==> src/rtl/swam_pkg.sv <==
// Shared types and constants for the sliding-window anagram matcher.
package swam_pkg;

  // Field widths of the item and result transfers.
  localparam int REQ_W    = 2;
  localparam int LETTER_W = 5;
  localparam int POS_W    = 32;

  // Request codes carried in req_type.
  typedef enum logic [REQ_W-1:0] {
    REQ_CLEAR   = 2'd0,
    REQ_PATTERN = 2'd1,
    REQ_TEXT    = 2'd2,
    REQ_NONE    = 2'd3
  } swam_req_e;

  // Histogram update handed from the front stage to the letter counters.
  typedef struct packed {
    logic                clear;
    logic                dec_ch;
    logic                inc_ch;
    logic                drop_old;
    logic [LETTER_W-1:0] ch;
  } swam_hist_op_t;

endpackage

==> src/rtl/swam_item_if.sv <==
// Input channel interface: request type and letter with valid/ready.
interface swam_item_if;
  import swam_pkg::*;

  logic                valid;
  logic                ready;
  logic [REQ_W-1:0]    req_type;
  logic [LETTER_W-1:0] letter;

  modport source (output valid, output req_type, output letter, input ready);
  modport sink   (input valid, input req_type, input letter, output ready);
endinterface

==> src/rtl/swam_result_if.sv <==
// Result channel interface: match start index with valid/ready.
interface swam_result_if;
  import swam_pkg::*;

  logic             valid;
  logic             ready;
  logic [POS_W-1:0] match_start;

  modport source (output valid, output match_start, input ready);
  modport sink   (input valid, input match_start, output ready);
endinterface

==> src/rtl/sliding_window_anagram_matcher.sv <==
// Top level of the sliding-window anagram matcher.
//
// Usage: items arrive on item_i (valid/ready). A clear request resets the
// counters and histogram, pattern letters build the pattern histogram, text
// letters slide a window of pattern length over the text. Whenever the window
// is full and is a permutation of the pattern, the window's start index is sent
// as one transfer on result_o (valid/ready). An empty pattern never gives results.
//
// Timing: one item per cycle while item_i is ready. The front stage updates
// the counters and the ring buffer and reads the departing letter; the ring
// memory's registered read sets a second stage where the letter balances are
// updated. A result is found in the second stage and loaded from there into
// the output register, from which it is sent as its own transfer on result_o.
// Reset leaves the histogram and all counters at zero; the ring memory
// needs no clearing since a slot is always written before its letter is used.
// While result_o stalls with a result waiting, items that give no result
// still flow; the input stalls only when a second result is ready.
module sliding_window_anagram_matcher #(
  parameter int MAX_PATTERN = 256,
  parameter int ALPHABET    = 26
) (
  input  logic          clk_i,
  input  logic          rst_ni,
  swam_item_if.sink     item_i,
  swam_result_if.source result_o
);
  import swam_pkg::*;

  localparam int PTR_W = (MAX_PATTERN > 1) ? $clog2(MAX_PATTERN) : 1;
  localparam int CNT_W = $clog2(MAX_PATTERN + 1);
  localparam int BAL_W = CNT_W + 1;
  localparam logic [CNT_W-1:0] PatMax = CNT_W'(MAX_PATTERN);
  localparam logic [CNT_W:0]   Depth  = (CNT_W + 1)'(MAX_PATTERN);

  // Front-stage control state.
  logic [PTR_W-1:0] head_q;
  logic [CNT_W-1:0] fill_q;
  logic [CNT_W-1:0] plen_q;
  logic [POS_W-1:0] pos_q;

  // Second stage and output register.
  logic             s2_valid_q;
  swam_hist_op_t    s2_op_q;
  logic             s2_cand_q;
  logic [POS_W-1:0] s2_start_q;
  logic             out_valid_q;
  logic [POS_W-1:0] out_data_q;

  logic             accept;
  logic             letter_ok;
  logic             is_clear;
  logic             is_text;
  logic             pat_take;
  logic             text_store;
  logic             full;
  logic             cand_d;
  swam_hist_op_t    op_d;
  logic [CNT_W:0]   wsum;
  logic [CNT_W:0]   wslot;
  logic [CNT_W:0]   head_inc;
  logic [CNT_W:0]   fill_inc;
  logic [PTR_W-1:0] waddr;
  logic [PTR_W-1:0] head_next;
  logic [POS_W:0]   here1;
  logic [POS_W:0]   plen_ext;
  logic [POS_W:0]   start_diff;
  logic [POS_W-1:0] start_d;
  logic [LETTER_W-1:0] old_letter;
  logic             hist_zero;
  logic             produce;
  logic             s2_adv;

  // Decode the request and work out ring slots and the window start.
  always_comb begin
    letter_ok  = 32'(item_i.letter) < 32'(ALPHABET);
    is_clear   = item_i.req_type == REQ_CLEAR;
    is_text    = (item_i.req_type == REQ_TEXT) && letter_ok;
    pat_take   = (item_i.req_type == REQ_PATTERN) && letter_ok && (plen_q < PatMax);
    text_store = is_text && (plen_q != '0);
    full       = fill_q == plen_q;
    fill_inc   = {1'b0, fill_q} + (CNT_W + 1)'(1);
    cand_d     = text_store && (full || (fill_inc == {1'b0, plen_q}));

    wsum  = (CNT_W + 1)'(head_q) + {1'b0, fill_q};
    wslot = (wsum >= Depth) ? (wsum - Depth) : wsum;
    waddr = wslot[PTR_W-1:0];

    head_inc  = (CNT_W + 1)'(head_q) + (CNT_W + 1)'(1);
    head_next = (head_inc >= Depth) ? '0 : head_inc[PTR_W-1:0];

    here1      = {1'b0, pos_q} + (POS_W + 1)'(1);
    plen_ext   = (POS_W + 1)'(plen_q);
    start_diff = here1 - plen_ext;
    start_d    = (here1 >= plen_ext) ? start_diff[POS_W-1:0] : '0;

    op_d.clear    = is_clear;
    op_d.dec_ch   = pat_take;
    op_d.inc_ch   = text_store;
    op_d.drop_old = text_store && full;
    op_d.ch       = item_i.letter;
  end

  // A result leaves the second stage only if the output register can take it.
  assign produce = s2_valid_q && s2_cand_q && hist_zero;
  assign s2_adv  = !s2_valid_q || !produce || !out_valid_q || result_o.ready;
  assign accept  = item_i.valid && s2_adv;

  assign item_i.ready         = s2_adv;
  assign result_o.valid       = out_valid_q;
  assign result_o.match_start = out_data_q;

  // Window letter storage; the departing letter is read at the head slot.
  swam_ring #(
    .DEPTH (MAX_PATTERN)
  ) u_ring (
    .clk_i   (clk_i),
    .we_i    (accept && text_store),
    .waddr_i (waddr),
    .wdata_i (item_i.letter),
    .re_i    (accept),
    .raddr_i (head_q),
    .rdata_o (old_letter)
  );

  // Letter balances, updated in item order by the second stage.
  swam_hist #(
    .ALPHABET (ALPHABET),
    .BAL_W    (BAL_W)
  ) u_hist (
    .clk_i   (clk_i),
    .rst_ni  (rst_ni),
    .apply_i (s2_valid_q && s2_adv),
    .op_i    (s2_op_q),
    .old_i   (old_letter),
    .zero_o  (hist_zero)
  );

  // Front-stage counters: ring head, window fill, pattern length, position.
  always_ff @(posedge clk_i or negedge rst_ni) begin
    if (!rst_ni) begin
      head_q <= '0;
      fill_q <= '0;
      plen_q <= '0;
      pos_q  <= '0;
    end else if (accept) begin
      if (is_clear) begin
        head_q <= '0;
        fill_q <= '0;
        plen_q <= '0;
        pos_q  <= '0;
      end else if (pat_take) begin
        plen_q <= plen_q + CNT_W'(1);
      end else if (is_text) begin
        if (pos_q != '1) begin
          pos_q <= pos_q + POS_W'(1);
        end
        if (text_store) begin
          if (full) begin
            head_q <= head_next;
          end else begin
            fill_q <= fill_inc[CNT_W-1:0];
          end
        end
      end
    end
  end

  // Second-stage valid bit.
  always_ff @(posedge clk_i or negedge rst_ni) begin
    if (!rst_ni) begin
      s2_valid_q <= 1'b0;
    end else if (s2_adv) begin
      s2_valid_q <= accept;
    end
  end

  // Second-stage payload, loaded with each accepted item.
  always_ff @(posedge clk_i) begin
    if (accept) begin
      s2_op_q    <= op_d;
      s2_cand_q  <= cand_d;
      s2_start_q <= start_d;
    end
  end

  // Output register holding one result until its transfer.
  always_ff @(posedge clk_i or negedge rst_ni) begin
    if (!rst_ni) begin
      out_valid_q <= 1'b0;
    end else if (produce && s2_adv) begin
      out_valid_q <= 1'b1;
    end else if (result_o.ready) begin
      out_valid_q <= 1'b0;
    end
  end

  always_ff @(posedge clk_i) begin
    if (produce && s2_adv) begin
      out_data_q <= s2_start_q;
    end
  end

endmodule

==> src/rtl/swam_ring.sv <==
// Ring buffer memory for the window text letters, one write and one read port.
module swam_ring #(
  parameter int DEPTH = 256
) (
  input  logic                                  clk_i,
  input  logic                                  we_i,
  input  logic [((DEPTH > 1) ? $clog2(DEPTH) : 1)-1:0] waddr_i,
  input  logic [swam_pkg::LETTER_W-1:0]         wdata_i,
  input  logic                                  re_i,
  input  logic [((DEPTH > 1) ? $clog2(DEPTH) : 1)-1:0] raddr_i,
  output logic [swam_pkg::LETTER_W-1:0]         rdata_o
);
  import swam_pkg::*;

  logic [LETTER_W-1:0] mem [DEPTH];
  logic [LETTER_W-1:0] rdata_q;

  // Read-first port: a read and write of the same slot returns the old letter.
  always_ff @(posedge clk_i) begin
    if (re_i) begin
      rdata_q <= mem[raddr_i];
    end
    if (we_i) begin
      mem[waddr_i] <= wdata_i;
    end
  end

  assign rdata_o = rdata_q;

endmodule

==> src/rtl/swam_hist.sv <==
// Signed per-letter balance counters and the all-zero detector.
module swam_hist #(
  parameter int ALPHABET = 26,
  parameter int BAL_W    = 10
) (
  input  logic                          clk_i,
  input  logic                          rst_ni,
  input  logic                          apply_i,
  input  swam_pkg::swam_hist_op_t       op_i,
  input  logic [swam_pkg::LETTER_W-1:0] old_i,
  output logic                          zero_o
);
  import swam_pkg::*;

  logic signed [BAL_W-1:0] bal_q [ALPHABET];
  logic signed [BAL_W-1:0] bal_d [ALPHABET];

  // Each lane adds one for the entering letter and subtracts one for a
  // pattern letter or the letter that leaves the window.
  always_comb begin
    logic hit_inc;
    logic hit_dec;
    zero_o = 1'b1;
    for (int i = 0; i < ALPHABET; i++) begin
      hit_inc = op_i.inc_ch && (32'(op_i.ch) == 32'(i));
      hit_dec = (op_i.dec_ch && (32'(op_i.ch) == 32'(i))) ||
                (op_i.drop_old && (32'(old_i) == 32'(i)));
      if (op_i.clear) begin
        bal_d[i] = '0;
      end else begin
        bal_d[i] = bal_q[i] + BAL_W'(hit_inc) - BAL_W'(hit_dec);
      end
      if (bal_d[i] != '0) begin
        zero_o = 1'b0;
      end
    end
  end

  // Lane registers advance only when the pending update is applied.
  always_ff @(posedge clk_i or negedge rst_ni) begin
    if (!rst_ni) begin
      for (int i = 0; i < ALPHABET; i++) begin
        bal_q[i] <= '0;
      end
    end else if (apply_i) begin
      for (int i = 0; i < ALPHABET; i++) begin
        bal_q[i] <= bal_d[i];
      end
    end
  end

endmodule
==> src/flat_wrapper.sv <==
// flat-port wrapper written by rule: the top's interface ports become plain ports
module sliding_window_anagram_matcher_flat import swam_pkg::*;
#(
  parameter int MAX_PATTERN = 256,
  parameter int ALPHABET    = 26
)
  (clk_i, rst_ni, item_i_valid, item_i_req_type, item_i_letter, item_i_ready, result_o_valid, result_o_match_start, result_o_ready);
  swam_item_if item_i_i ();
  swam_result_if result_o_i ();
  input  logic clk_i;
  input  logic rst_ni;
  input wire logic [$bits(item_i_i.valid)-1:0] item_i_valid;
  input wire logic [$bits(item_i_i.req_type)-1:0] item_i_req_type;
  input wire logic [$bits(item_i_i.letter)-1:0] item_i_letter;
  output wire logic [$bits(item_i_i.ready)-1:0] item_i_ready;
  output wire logic [$bits(result_o_i.valid)-1:0] result_o_valid;
  output wire logic [$bits(result_o_i.match_start)-1:0] result_o_match_start;
  input wire logic [$bits(result_o_i.ready)-1:0] result_o_ready;
  assign item_i_i.valid = item_i_valid;
  assign item_i_i.req_type = item_i_req_type;
  assign item_i_i.letter = item_i_letter;
  assign item_i_ready = item_i_i.ready;
  assign result_o_valid = result_o_i.valid;
  assign result_o_match_start = result_o_i.match_start;
  assign result_o_i.ready = result_o_ready;
  sliding_window_anagram_matcher #(.MAX_PATTERN(MAX_PATTERN), .ALPHABET(ALPHABET)) u_core (.clk_i(clk_i), .rst_ni(rst_ni), .item_i(item_i_i), .result_o(result_o_i));
endmodule
==> config.mk <==
export PLATFORM = sky130hd
export DESIGN_NAME = sliding_window_anagram_matcher_flat
export DESIGN_NICKNAME = d
export VERILOG_FILES = /design/src/rtl/swam_pkg.sv /design/src/rtl/swam_item_if.sv /design/src/rtl/swam_result_if.sv /design/src/rtl/sliding_window_anagram_matcher.sv /design/src/rtl/swam_ring.sv /design/src/rtl/swam_hist.sv /design/src/flat_wrapper.sv
export SDC_FILE = /design/constraint.sdc
export NUM_CORES = 2
export LEC_CHECK = 0
export BUFFER_PORTS_ARGS = -buffer_cell sky130_fd_sc_hd__buf_2
export CAP_MARGIN = 15
export CORE_UTILIZATION = 62
export DETAILED_ROUTE_END_ITERATION = 8
export PLACE_DENSITY_LB_ADDON = 0.05
export SLEW_MARGIN = 10
export SYNTH_ARGS = -nofsm -noshare
export SYNTH_HDL_FRONTEND = slang
export SYNTH_SLANG_ARGS = --single-unit
==> constraint.sdc <==
create_clock -name clk_i -period 8.1 [get_ports clk_i]
set_input_delay 1.62 -clock clk_i [delete_from_list [all_inputs] [get_ports clk_i]]
set_output_delay 1.62 -clock clk_i [all_outputs]
set_load 0.01 [all_outputs]
==> impl_results.md <==
- Status: finished, final reports clean
- Synth Area in XOR/XNOR: 0.0288
- H-tree Lvls: 4
- Post-route setup TNS: 0 ps
- Post-synthesis register bit count: 1679
- Setup Viol. Count Final: 0
- Worst skew pair latency: 810 ps
- CP arrival: 6260 ps
- DP HPWL: 133 mm
- Die width: 362 microns
- CP max FO: 9
- Synth Area in Simple Gates: 0.0813
- Final GP Congestion: 0.932
- Drt wl/cell: 26.6 microns
- Mux cell area share after synthesis: 0.124
- Final WS setup: 217 ps
- Overall power: 30.4 mW
- Global-route wire length before repair: 301 mm
- WL final: 200 mm
- Storage element area: 48800 sq um
- Worst EP required: 6480 ps
- Pre-Repair DR Iteration Count: 6
- Peak supply drop: 0.274 mV
- Async S/R FF share, synth: 0.191
- Leak: 31.0 nW
- Slowest CP cell: or3b_2
- Layout cells sized above 1: 0.147
- PD cells: 346 nW/um^2
- Max-cap viol count: 0
- Post-synthesis sequential area ratio: 0.608
- Die footprint: 131000 sq um
- RSZ-0062 raised after global routing: no
- Syn avg cell area: 14.3 sq um
- DR DRC count: 0
- Tightest Pin Transition: 1130 ps
- Critical path type: register to output port
- CTS tree: done
- Commonest cells in the netlist: 1359 x edfxtp_1, 505 x nand2_1, 425 x mux4_2
- Area delta synth->final: 9.53%
- Fillers: 8757
- Setup crit end kind: output port
- Synth Flop Type: edfxtp_1
- Most numerous cell in the Yosys netlist: edfxtp_1
- Row cnt: 131
- Initial antenna violation count: 6
- CTS root buf: clkbuf_16
- Post-synth top area cell: edfxtp_1
- Die H: 362 microns
- Global Route Usage Sum: 0.310
- Largest family of logic cells by synthesized area: multiplexers
- Synth warn: 0
- Worst-path clk slew: 60 ps
- Tcrit/Tclk final: 0.973
- Distinct cells, synth: 87
- Vias in the first global route: 46905
- Final net count: 5971
- Final hold violations: 0
- DP Worst Slack: 810 ps
- Critical Path Max Stage Delay: 570 ps
- CTS Buffer Depth: 3
- CORE AREA: 128000 sq um
- Post-synth EDFFs: 1359
- Crit-path cells: or3b_2 -> inv_1 -> nand2_1 -> o32ai_1 -> ha_1 -> inv_1 -> ha_1 -> fa_1 -> nor4_1 -> nand4_1 -> nor4_1 -> nand3_1 -> nor4_1 -> o2111ai_1 -> o41ai_1 -> nand4_2 -> nor2_4 -> inv_1 -> buf_2
- Synth Area in Compound Gates: 0.0759
- Post-Syn Instances: 5603
- Clock Skews: 46.5 ps
- Vias: 48308
- Pin count of the biggest net entering global routing: 185
- Post-Syn Area: 80200 sq um
- Hold path depth: 0
- Multi-input logic area: 29000 sq um
- Worst Setup Start Kind: register
- Slew Limit Fails: 0
- Global route overflow: 0
- Worst reg2reg path depth: 22
- Cells taking the most area after synthesis: edfxtp_1 51%, mux4_2 12%, dfrtp_1 10%
- Post-CTS Setup Inserts: 0
- Min Tclk post-route: 7880 ps
- Maximum clock frequency: 127 MHz
- Initial drt markers: 5066
- Initial Utilization: 0.627
- I/O Buffers: 44
- Relative slew slack: 0.244
- Sink Count: 1679
- ANT nets after route: 0
- Drt via density: 6.42
- Synth Area in Adders: 0.0508
- CTS Buf Count: 168
- Io pins: 45
- Syn nets: 5923
- Area share of the largest cell type after synthesis: 0.509
- Hold WC Path Type: register to register
## cell families after synthesis
kind of cell	after synthesis
buffers and inverters	600
DFF	1679
AOI/OAI and AO/OA	943
adders and majority gates	309
and+or+nand+nor	1352
xor gates and xnor gates	262
muxes	458
## registers in the layout (all words and copies together) (netlist names)
signal and count:
u_core.s2_valid_q 1, u_core.result_o.match_start 32, u_core.u_ring.mem 1280, u_core.head_q 8, u_core.pos_q 32, u_core.s2_op_q 9
u_core.result_o.valid 1, u_core.s2_start_q 32, u_core.u_ring.rdata_o 5, u_core.s2_cand_q 1, u_core.fill_q 9, u_core.u_hist.bal_q 260
u_core.plen_q 9
## layout by cell type, fill, tap and decap left out, types with 148 or more instances in the layout
cell / n
ha_1: 281
xnor2_1: 186
o21ai_0: 203
clkbuf_16: 169
nor2_1: 269
a21oi_1: 177
nand2_1: 505
inv_1: 336
edfxtp_1: 1359
and2_1: 148
dfrtp_1: 316
mux4_2: 425
## routing by layer
metal	global-route usage	vias up	share of wire
met5	0	-	0.000045
met4	0.116	2	0.038
met3	0.0499	346	0.074
met2	0.491	1995	0.48
met1	0.440	24448	0.41
li1	-	21517	-
## per-stage QoR
step	area, sq um	hold slack (ps)	instances	utilization
6_report	87900	414	7524	0.687
4_1_cts	87900	416	7521	0.686
5_1_grt	87900	419	7521	0.687
3_5_place_dp	82400	405	7210	0.644
3_3_place_gp	82400	401	7210	0.644
2_1_floorplan	80200	400	5603	-
## power by group
group	switching, mW	total (mW)	internal (mW)
logic	7.11	12.2	5.11
registers	0.559	10.5	9.91
clock network	3.35	7.72	4.37
total	11.0	30.4	19.4
## repair_timing
action,4_1_cts,5_1_grt
gates resized for setup,1,4
hold buffers,0,0
setup endpoints to repair,1,1
pin swaps,0,0
## layout make-up
| class | instances | share of cell area |
|---|---|---|
| flip-flops and latches | 1679 | 0.556 |
| inverters | 339 | 0.0146 |
| multi-input cells | 3324 | 0.330 |
| diodes | 3 | 0.0000854 |
| well taps | 1729 | 0.0246 |
| repair buffers | 139 | 0.0127 |
| clock buffers | 222 | 0.0514 |
| clock inverters | 89 | 0.0108 |
## critical path, delay by kind of cell, from the launching register on
family | cells | cell delay (ps)
compound gates | 3 | 1000
fa+ha+maj | 3 | 980
buf+inv | 4 | 480
flops | 1 | 490
simple gates | 9 | 2540
## worst paths after layout
path	startpoint	to	slack (ps)
worst max-delay path	u_core.s2_op_q[3]	item_i_ready	220
worst min-delay path	u_core.s2_start_q[27]	u_core.result_o.match_start[27]	410
worst max register to register	u_core.s2_op_q[3]	u_core.u_hist.bal_q[253]	1330
worst min register to register	u_core.s2_start_q[27]	u_core.result_o.match_start[27]	410
max in group asynchronous	rst_ni	u_core.u_hist.bal_q[117]	5600
min in group asynchronous	rst_ni	u_core.u_hist.bal_q[176]	810
Note: power is estimated with default switching activity, not from simulation.
